<file path="config.mk">
export PLATFORM = sky130hd
export DESIGN_NAME = double_ended_queue
export DESIGN_NICKNAME = d
export VERILOG_FILES = /design/src/hw/rtl/deq_pkg.sv /design/src/hw/rtl/deq_front.sv /design/src/hw/rtl/deq_cmdq.sv /design/src/hw/rtl/deq_back.sv /design/src/hw/rtl/double_ended_queue.sv
export SDC_FILE = /design/constraint.sdc
export NUM_CORES = 2
export LEC_CHECK = 0
export BUFFER_PORTS_ARGS = -buffer_cell sky130_fd_sc_hd__buf_2
export CAP_MARGIN = 20
export CORE_AREA = 8 8 395 397
export CTS_BUF_LIST = sky130_fd_sc_hd__clkbuf_8
export CTS_CLUSTER_DIAMETER = 200
export DETAILED_ROUTE_END_ITERATION = 7
export DIE_AREA = 0 0 403 405
export MAX_ROUTING_LAYER = met4
export SLEW_MARGIN = 20
export SYNTH_ARGS = -nofsm -noshare
export SYNTH_HDL_FRONTEND = slang
export SYNTH_SLANG_ARGS = --single-unit
</file>
<file path="constraint.sdc">
create_clock -name clk -period 8.2 [get_ports clk]
set_input_delay 1.64 -clock clk [delete_from_list [all_inputs] [get_ports clk]]
set_output_delay 1.64 -clock clk [all_outputs]
set_load 0.01 [all_outputs]
</file>
<file path="src/hw/rtl/deq_pkg.sv">
// Shared types, codes and sizes for the double-ended queue.
`timescale 1ns / 1ps
package deq_pkg;

  // Payload widths
  localparam int VALUE_W    = 32;
  localparam int OP_W       = 3;
  localparam int STATUS_W   = 2;
  localparam int IN_DATA_W  = 32;
  localparam int OUT_DATA_W = 40;

  // Default ring depth
  localparam int DEPTH_DEF = 32;

  // Command queue between front and back
  localparam int CMDQ_AW    = 2;
  localparam int CMDQ_DEPTH = 1 << CMDQ_AW;

  // Operation codes on the input channel
  localparam logic [OP_W-1:0] OP_PUSH_FRONT = 3'd0;
  localparam logic [OP_W-1:0] OP_PUSH_BACK  = 3'd1;
  localparam logic [OP_W-1:0] OP_POP_FRONT  = 3'd2;
  localparam logic [OP_W-1:0] OP_POP_BACK   = 3'd3;
  localparam logic [OP_W-1:0] OP_DUMP       = 3'd4;

  // Result status codes
  localparam logic [STATUS_W-1:0] ST_OK    = 2'd0;
  localparam logic [STATUS_W-1:0] ST_EMPTY = 2'd1;
  localparam logic [STATUS_W-1:0] ST_FULL  = 2'd2;

  // Classified command kinds
  localparam logic [1:0] CMD_PUSH = 2'd0;
  localparam logic [1:0] CMD_POP  = 2'd1;
  localparam logic [1:0] CMD_DUMP = 2'd2;

  typedef struct packed {
    logic [1:0]                kind;
    logic                      at_front;
    logic signed [VALUE_W-1:0] value;
  } cmd_t;

endpackage

</file>
<file path="src/hw/rtl/deq_front.sv">
// Front end: accepts requests, decodes the op and stages a command.
`timescale 1ns / 1ps
module deq_front (
  input  logic                           clk,
  input  logic                           rst,
  input  logic                           in_valid,
  output logic                           in_ready,
  input  logic [deq_pkg::OP_W-1:0]       in_op,
  input  logic signed [deq_pkg::VALUE_W-1:0] in_value,
  output logic                           cmd_valid,
  input  logic                           cmd_ready,
  output deq_pkg::cmd_t                  cmd
);
  import deq_pkg::*;

  logic fvalid;
  cmd_t fcmd;
  cmd_t dec_cmd;
  logic dec_ok;

  // Decode op into a command kind; unused codes are dropped here
  always_comb begin
    dec_cmd.value    = in_value;
    dec_cmd.at_front = 1'b0;
    dec_cmd.kind     = CMD_PUSH;
    dec_ok           = 1'b1;
    case (in_op)
      OP_PUSH_FRONT: begin
        dec_cmd.kind     = CMD_PUSH;
        dec_cmd.at_front = 1'b1;
      end
      OP_PUSH_BACK: dec_cmd.kind = CMD_PUSH;
      OP_POP_FRONT: begin
        dec_cmd.kind     = CMD_POP;
        dec_cmd.at_front = 1'b1;
      end
      OP_POP_BACK: dec_cmd.kind = CMD_POP;
      OP_DUMP:     dec_cmd.kind = CMD_DUMP;
      default:     dec_ok = 1'b0;
    endcase
  end

  assign in_ready  = !fvalid || cmd_ready;
  assign cmd_valid = fvalid;
  assign cmd       = fcmd;

  // Staging register
  always_ff @(posedge clk) begin
    if (rst) begin
      fvalid <= 1'b0;
    end else if (in_valid && in_ready) begin
      fvalid <= dec_ok;
    end else if (cmd_ready) begin
      fvalid <= 1'b0;
    end
  end

  always_ff @(posedge clk) begin
    if (in_valid && in_ready) begin
      fcmd <= dec_cmd;
    end
  end

endmodule

</file>
<file path="src/hw/rtl/deq_cmdq.sv">
// Small command FIFO that decouples the front end from the executor.
`timescale 1ns / 1ps
module deq_cmdq (
  input  logic          clk,
  input  logic          rst,
  input  logic          wr_valid,
  output logic          wr_ready,
  input  deq_pkg::cmd_t wr_cmd,
  output logic          rd_valid,
  input  logic          rd_ready,
  output deq_pkg::cmd_t rd_cmd
);
  import deq_pkg::*;

  cmd_t               entries [CMDQ_DEPTH];
  logic [CMDQ_AW-1:0] wptr;
  logic [CMDQ_AW-1:0] rptr;
  logic [CMDQ_AW:0]   fill;
  logic               do_wr;
  logic               do_rd;

  assign wr_ready = fill != (CMDQ_AW+1)'(CMDQ_DEPTH);
  assign rd_valid = fill != '0;
  assign rd_cmd   = entries[rptr];
  assign do_wr    = wr_valid && wr_ready;
  assign do_rd    = rd_valid && rd_ready;

  // Pointers and fill level
  always_ff @(posedge clk) begin
    if (rst) begin
      wptr <= '0;
      rptr <= '0;
      fill <= '0;
    end else begin
      if (do_wr) wptr <= wptr + 1'b1;
      if (do_rd) rptr <= rptr + 1'b1;
      if (do_wr && !do_rd) begin
        fill <= fill + 1'b1;
      end else if (do_rd && !do_wr) begin
        fill <= fill - 1'b1;
      end
    end
  end

  always_ff @(posedge clk) begin
    if (do_wr) entries[wptr] <= wr_cmd;
  end

endmodule

</file>
<file path="src/hw/rtl/deq_back.sv">
// Executor: ring storage, head/count bookkeeping and the result register.
`timescale 1ns / 1ps
module deq_back #(
  parameter int DEPTH = deq_pkg::DEPTH_DEF
) (
  input  logic                              clk,
  input  logic                              rst,
  input  logic                              cmd_valid,
  output logic                              cmd_ready,
  input  deq_pkg::cmd_t                     cmd,
  output logic                              res_valid,
  input  logic                              res_ready,
  output logic signed [deq_pkg::VALUE_W-1:0] res_value,
  output logic [deq_pkg::STATUS_W-1:0]      res_status,
  output logic                              res_last
);
  import deq_pkg::*;

  localparam int PTR_W = (DEPTH > 1) ? $clog2(DEPTH) : 1;
  localparam int CNT_W = $clog2(DEPTH + 1);

  localparam logic [1:0] S_IDLE = 2'd0;
  localparam logic [1:0] S_READ = 2'd1;
  localparam logic [1:0] S_EMIT = 2'd2;

  logic [1:0]         state;
  logic [PTR_W-1:0]   head;
  logic [CNT_W-1:0]   count;
  logic [CNT_W-1:0]   dump_idx;
  logic               dumping;

  logic signed [VALUE_W-1:0] ring [DEPTH];
  logic signed [VALUE_W-1:0] rd_data;

  // Pending result, moved to the output register when it is free
  logic signed [VALUE_W-1:0] pend_value;
  logic [STATUS_W-1:0]       pend_status;
  logic                      pend_last;

  logic               out_free;
  logic               is_full;
  logic               is_empty;
  logic [PTR_W-1:0]   head_dec;
  logic [PTR_W-1:0]   head_inc;
  logic [CNT_W-1:0]   off;
  logic [CNT_W:0]     pos_sum;
  logic [PTR_W-1:0]   ring_addr;
  logic               mem_we;
  logic               mem_re;
  logic [PTR_W-1:0]   mem_waddr;
  logic [PTR_W-1:0]   mem_raddr;
  logic               take;
  logic               dump_more;

  assign out_free  = !res_valid || res_ready;
  assign is_full   = count == CNT_W'(DEPTH);
  assign is_empty  = count == '0;
  assign cmd_ready = state == S_IDLE;
  assign take      = cmd_valid && cmd_ready;
  assign dump_more = dumping && !pend_last;

  // Head neighbors with wrap at DEPTH
  assign head_dec = (head == '0) ? PTR_W'(DEPTH - 1) : head - 1'b1;
  assign head_inc = (head == PTR_W'(DEPTH - 1)) ? '0 : head + 1'b1;

  // Ring position head + offset, one conditional subtract
  always_comb begin
    if (state == S_EMIT) begin
      off = dump_idx + 1'b1;
    end else if (cmd.kind == CMD_PUSH) begin
      off = count;
    end else begin
      off = count - 1'b1;
    end
    pos_sum = (CNT_W+1)'(head) + {1'b0, off};
    if (pos_sum >= (CNT_W+1)'(DEPTH)) begin
      pos_sum = pos_sum - (CNT_W+1)'(DEPTH);
    end
    ring_addr = pos_sum[PTR_W-1:0];
  end

  // Memory port control
  always_comb begin
    mem_we    = 1'b0;
    mem_re    = 1'b0;
    mem_waddr = cmd.at_front ? head_dec : ring_addr;
    mem_raddr = ring_addr;
    if (take) begin
      case (cmd.kind)
        CMD_PUSH: mem_we = !is_full;
        CMD_POP: begin
          mem_re    = !is_empty;
          mem_raddr = cmd.at_front ? head : ring_addr;
        end
        CMD_DUMP: begin
          mem_re    = !is_empty;
          mem_raddr = head;
        end
        default: ;
      endcase
    end else if (state == S_EMIT && out_free && dump_more) begin
      mem_re = 1'b1;
    end
  end

  // Ring storage
  always_ff @(posedge clk) begin
    if (mem_we) ring[mem_waddr] <= cmd.value;
    if (mem_re) rd_data <= ring[mem_raddr];
  end

  // Sequencer
  always_ff @(posedge clk) begin
    if (rst) begin
      state     <= S_IDLE;
      head      <= '0;
      count     <= '0;
      dumping   <= 1'b0;
      dump_idx  <= '0;
      res_valid <= 1'b0;
    end else begin
      if (res_ready && !(state == S_EMIT && out_free)) res_valid <= 1'b0;
      case (state)
        S_IDLE: begin
          if (take) begin
            pend_value <= '0;
            // Only a dump of two or more values leaves last low at first
            pend_last  <= (cmd.kind != CMD_DUMP) || is_empty || count == CNT_W'(1);
            case (cmd.kind)
              CMD_PUSH: begin
                state <= S_EMIT;
                if (is_full) begin
                  pend_status <= ST_FULL;
                end else begin
                  pend_status <= ST_OK;
                  count       <= count + 1'b1;
                  if (cmd.at_front) head <= head_dec;
                end
              end
              CMD_POP: begin
                if (is_empty) begin
                  pend_status <= ST_EMPTY;
                  state       <= S_EMIT;
                end else begin
                  pend_status <= ST_OK;
                  count       <= count - 1'b1;
                  if (cmd.at_front) head <= head_inc;
                  state <= S_READ;
                end
              end
              CMD_DUMP: begin
                if (is_empty) begin
                  pend_status <= ST_EMPTY;
                  state       <= S_EMIT;
                end else begin
                  pend_status <= ST_OK;
                  dumping     <= 1'b1;
                  dump_idx    <= '0;
                  state       <= S_READ;
                end
              end
              default: state <= S_IDLE;
            endcase
          end
        end
        S_READ: begin
          pend_value <= rd_data;
          state      <= S_EMIT;
        end
        S_EMIT: begin
          if (out_free) begin
            res_valid  <= 1'b1;
            res_value  <= pend_value;
            res_status <= pend_status;
            res_last   <= pend_last;
            if (dump_more) begin
              dump_idx  <= dump_idx + 1'b1;
              pend_last <= ({1'b0, dump_idx} + (CNT_W+1)'(2)) == {1'b0, count};
              state     <= S_READ;
            end else begin
              dumping <= 1'b0;
              state   <= S_IDLE;
            end
          end
        end
        default: state <= S_IDLE;
      endcase
    end
  end

endmodule

</file>
<file path="src/hw/rtl/double_ended_queue.sv">
// Top level of the double-ended queue: front end, command FIFO, executor.
//
// Usage:
//   Requests enter on s_axis: tuser carries the op (push front, push back,
//   pop front, pop back, dump), tdata the signed 32-bit value to push.
//   Unused op codes are consumed and produce no result.
//   Results leave on m_axis: tdata holds the value (popped or dumped, else
//   zero) and the status (ok, empty, full); tlast marks the final result of
//   a request. A dump gives one result per held value, front to back.
// Sequencing:
//   A request passes the front staging register and the command FIFO
//   before it reaches the executor. The executor steps from idle to emit
//   for a push or an empty answer and through read and emit for a pop; a
//   dump passes read and emit once per held value. The four-entry command
//   FIFO lets new requests be accepted while the executor is busy.
// Reset: rst (synchronous, active high) empties the queue and all buffers.
// Stall: when m_axis_tready is low the result register holds, the
//   executor waits, and s_axis_tready drops once the command FIFO and the
//   front stage are both full.
`timescale 1ns / 1ps
module double_ended_queue #(
  parameter int DEPTH = deq_pkg::DEPTH_DEF
) (
  input  logic                              clk,
  input  logic                              rst,
  input  logic                              s_axis_tvalid,
  output logic                              s_axis_tready,
  input  logic [deq_pkg::IN_DATA_W-1:0]     s_axis_tdata,  // [31:0] value
  input  logic [deq_pkg::OP_W-1:0]          s_axis_tuser,  // [2:0] op
  output logic                              m_axis_tvalid,
  input  logic                              m_axis_tready,
  output logic [deq_pkg::OUT_DATA_W-1:0]    m_axis_tdata,  // [31:0] value_res, [33:32] status
  output logic                              m_axis_tlast   // last
);
  import deq_pkg::*;

  logic                      fq_valid;
  logic                      fq_ready;
  cmd_t                      fq_cmd;
  logic                      qb_valid;
  logic                      qb_ready;
  cmd_t                      qb_cmd;
  logic signed [VALUE_W-1:0] res_value;
  logic [STATUS_W-1:0]       res_status;

  deq_front u_front (
    .clk       (clk),
    .rst       (rst),
    .in_valid  (s_axis_tvalid),
    .in_ready  (s_axis_tready),
    .in_op     (s_axis_tuser),
    .in_value  (s_axis_tdata[VALUE_W-1:0]),
    .cmd_valid (fq_valid),
    .cmd_ready (fq_ready),
    .cmd       (fq_cmd)
  );

  deq_cmdq u_cmdq (
    .clk      (clk),
    .rst      (rst),
    .wr_valid (fq_valid),
    .wr_ready (fq_ready),
    .wr_cmd   (fq_cmd),
    .rd_valid (qb_valid),
    .rd_ready (qb_ready),
    .rd_cmd   (qb_cmd)
  );

  deq_back #(
    .DEPTH (DEPTH)
  ) u_back (
    .clk        (clk),
    .rst        (rst),
    .cmd_valid  (qb_valid),
    .cmd_ready  (qb_ready),
    .cmd        (qb_cmd),
    .res_valid  (m_axis_tvalid),
    .res_ready  (m_axis_tready),
    .res_value  (res_value),
    .res_status (res_status),
    .res_last   (m_axis_tlast)
  );

  // Pack result fields, zero fill to whole bytes
  assign m_axis_tdata = {{(OUT_DATA_W - VALUE_W - STATUS_W){1'b0}}, res_status, res_value};

endmodule

</file>
==> reports/metrics.cfg <==
[critical_path]
reg2reg_depth = 18
path_common_cell = xnor2_1
crit_chain = buf_4 > mux4_2 > inv_1 > ha_1 > xnor2_1 > nand2_1 > o21ai_0 > ha_1 > inv_1 > fa_1 > nand2b_1 > a21oi_1 > xnor2_1 > xnor2_1 > a21o_1 > nand3_1 > nor2_4 > buf_4
crit_path_top_delay_cell = nor2_4
rrSetupSlack_ns = 2.41
end_kind = flop
r2r_end = u_back.ring[15][1]
arrival_ns = 6.39
max_stage_delay_ns = 1.02
required_ns = 8.80
path_max_fanout = 36
crit_type = flop to flop
startpoint_type = flop

[routing]
top_layer_used = met4
viasPerCell = 5.33
met3WireLength_mm = 10.2
wl_mm = 135
drt-initial-drc-count = 3202
routedWlPerCell_um = 24.0
postRouteAntennaNets = 0
wl_met1_mm = 58.8
num_vias = 29900
drc_errors = 0
drt_pass1_iterations = 5
wl_met2_mm = 62.7

[placed_design]
placed_cells = 5245
port_buffers = 75
routabilityCongestion = 0.845
hpwl_mm = 79.0

[timing]
timing_worst_slew_pin_value_ns = 1.19
max_freq_mhz = 173
tns_ns = 0
fin_crit_sh = 0.706
grt_setup_unrepaired = false
fin_crit_ns = 5.79
slew_headroom = 0.204
slew_violations = 0
finalSetupViolCount = 0
skew_ns = 0.0550
hold_viol_final = 0

[min_path]
hold-path-cell-count = 0
hold-path-endpoint = u_back.res_value[1]
min_from = u_back.pend_value[1]
hp-class = flop to flop

[run_status]
status = finished clean

[clock_network]
hold_buffers = 0
clkLatencyLatePin_ns = 0.92
path_clk_slew_ns = 0.06
cts_buffers = 203
cts_resized = 0
root_buffer = clkbuf_8
post_cts_buffers = 0
htreeDepth = 4
cts_sinks = 1332
cts_buffer_depth = 3
cts_tree = built

[synth]
synth_most_common_cell = edfxtp_1
netlist.top_cell.by_area = edfxtp_1
synth_top_area_frac = 0.752
synth-edff-count = 1301
synth_area_leaders = edfxtp_1 75%, nand2_1 5.3%, a32oi_1 3.3%
synth_flop_cell = edfxtp_1
synth_common_cells = 1301 x edfxtp_1, 736 x nand2_1, 194 x a32oi_1, 152 x nand3_1, 132 x mux2i_1
netlist_instances = 3367
synthesis.area_um2 = 52000
yosys_register_bits = 1332
ys_seq_area_frac = 0.764
async_flop_share = 0
avgSynthCellArea_um2 = 15.4
ys_warn_count = 0
synthDistinctLibCells = 66

[die]
fp.dieH_um = 405
core_um2 = 149000
start_util = 0.348
row_count = 142
dieArea_um2 = 163000
pin_count = 82
die_w_um = 403

[grt]
grt_max_degree = 141
grt_pass1_vias = 29500
grt_usage = 0.165
antenna_found_initial = 9
grt_overflow = 0
grt_pass1_wl_mm = 197

[cells_and_area]
fill_cells = 13700
register_area_um2 = 39700
stdcell_count = 5608
areaGrowthSynthToFinish_pct = 13.1
multi_input_area_um2 = 11600
drive_above_1_share = 0.144
fin_nets = 3572

[run]
max-cap-violations = 0

cells in the final DEF, fill, tap and decap left out, types with 15 or more instances in the layout:
| cell type | synthesis | final |
|---|---|---|
| clkinv_1 | 0 | 45 |
| and2_1 | 38 | 33 |
| a211oi_1 | 37 | 37 |
| a2111oi_2 | 32 | 32 |
| a32oi_1 | 194 | 194 |
| nor2_1 | 78 | 45 |
| nand2_1 | 736 | 736 |
| xnor2_1 | 19 | 19 |
| o22ai_1 | 33 | 33 |
| mux2i_1 | 132 | 132 |
| nand4_1 | 34 | 34 |
| edfxtp_1 | 1301 | 1301 |
| clkinv_2 | 0 | 15 |
| buf_4 | 22 | 52 |
| inv_1 | 19 | 88 |
| clkbuf_8 | 0 | 205 |
| dfxtp_1 | 31 | 29 |
| ha_1 | 21 | 21 |
| nor2_4 | 0 | 33 |
| a21oi_1 | 96 | 94 |
| o21ai_0 | 22 | 22 |
| a22oi_1 | 33 | 33 |
| mux4_2 | 34 | 34 |
| nand3_1 | 152 | 151 |
| buf_2 | 65 | 75 |
layer usage:
metal | GRT usage | vias up
li1 | - | 13300
met1 | 0.223 | 15300
met2 | 0.254 | 1195
met3 | 0.0324 | 207
met4 | 0.0493 | 0
met5 | - | -
through the flow:
stage	util	hold WS, ns	worst slack [ns]	area, um^2
after floorplan	-	0.400	2.60	52000
after global placement	0.366	0.403	2.31	54700
after detailed placement	0.368	0.405	2.36	55000
after CTS	0.393	0.420	2.36	58600
after global routing	0.394	0.426	2.04	58700
final	0.394	0.417	2.41	58700
layout make-up:
| type | count | area share |
|---|---|---|
| Multi-Input combinational cell | 1803 | 0.197 |
| Antenna cell | 4 | 0.000170 |
| Inverter | 19 | 0.00121 |
| Timing Repair Buffer | 151 | 0.0227 |
| Clock inverter | 150 | 0.0140 |
| Tap cell | 1944 | 0.0414 |
| Sequential cell | 1332 | 0.676 |
| Clock buffer | 205 | 0.0480 |
worst max-delay path by stage:
stage	end	slack, ns
floorplan	u_back.ring[21][0]	2.60
global placement	u_back.ring[9][12]	2.31
detailed placement	u_back.ring[18][31]	2.36
CTS	u_back.ring[18][22]	2.36
global route	u_back.ring[17][21]	2.04
finish	u_back.ring[15][1]	2.41
logic make-up (layout without fill, tap and decap cells):
family                   Yosys count  after routing  share of synthesized area
AO/OA/AOI/OAI                    481            481                     0.0734
XOR/XNOR                          33             33                    0.00556
adder cells (fa/ha/maj)           23             23                    0.00583
buffers and inverters            237            525                     0.0214
flip-flops                      1332           1332                      0.764
multiplexers                     169            169                     0.0409
other                              1             10                  0.0000722
AND/OR/NAND/NOR                 1091           1091                     0.0890
registers in the layout, indices dropped and copies added (netlist names), named ones only:
name	cells
u_back.pend_status	2
u_back.res_last	1
u_back.count	6
u_back.rd_data	32
u_cmdq.rptr	2
u_front.cmd_valid	1
u_back.res_value	32
u_back.dumping	1
u_back.dump_idx	6
u_back.res_status	2
u_back.ring	1024
u_cmdq.entries	140
u_back.state	2
u_back.pend_value	32
u_back.pend_last	1
u_front.cmd	35
u_back.head	5
u_cmdq.wptr	2
u_cmdq.fill	3
u_back.res_valid	1
worst max-delay path: cells and delay by family, from the launching register on:
kind | cells | cell delay (ns)
fa+ha+maj | 3 | 1.03
simple gates | 4 | 1.55
mux | 1 | 0.44
buf+inv | 4 | 0.98
xor+xnor | 3 | 0.65
compound gates | 3 | 0.50
flops | 1 | 0.31
Power is not shown: default switching activity piles up to over one toggle a cycle in this logic, so the estimate is an artifact.
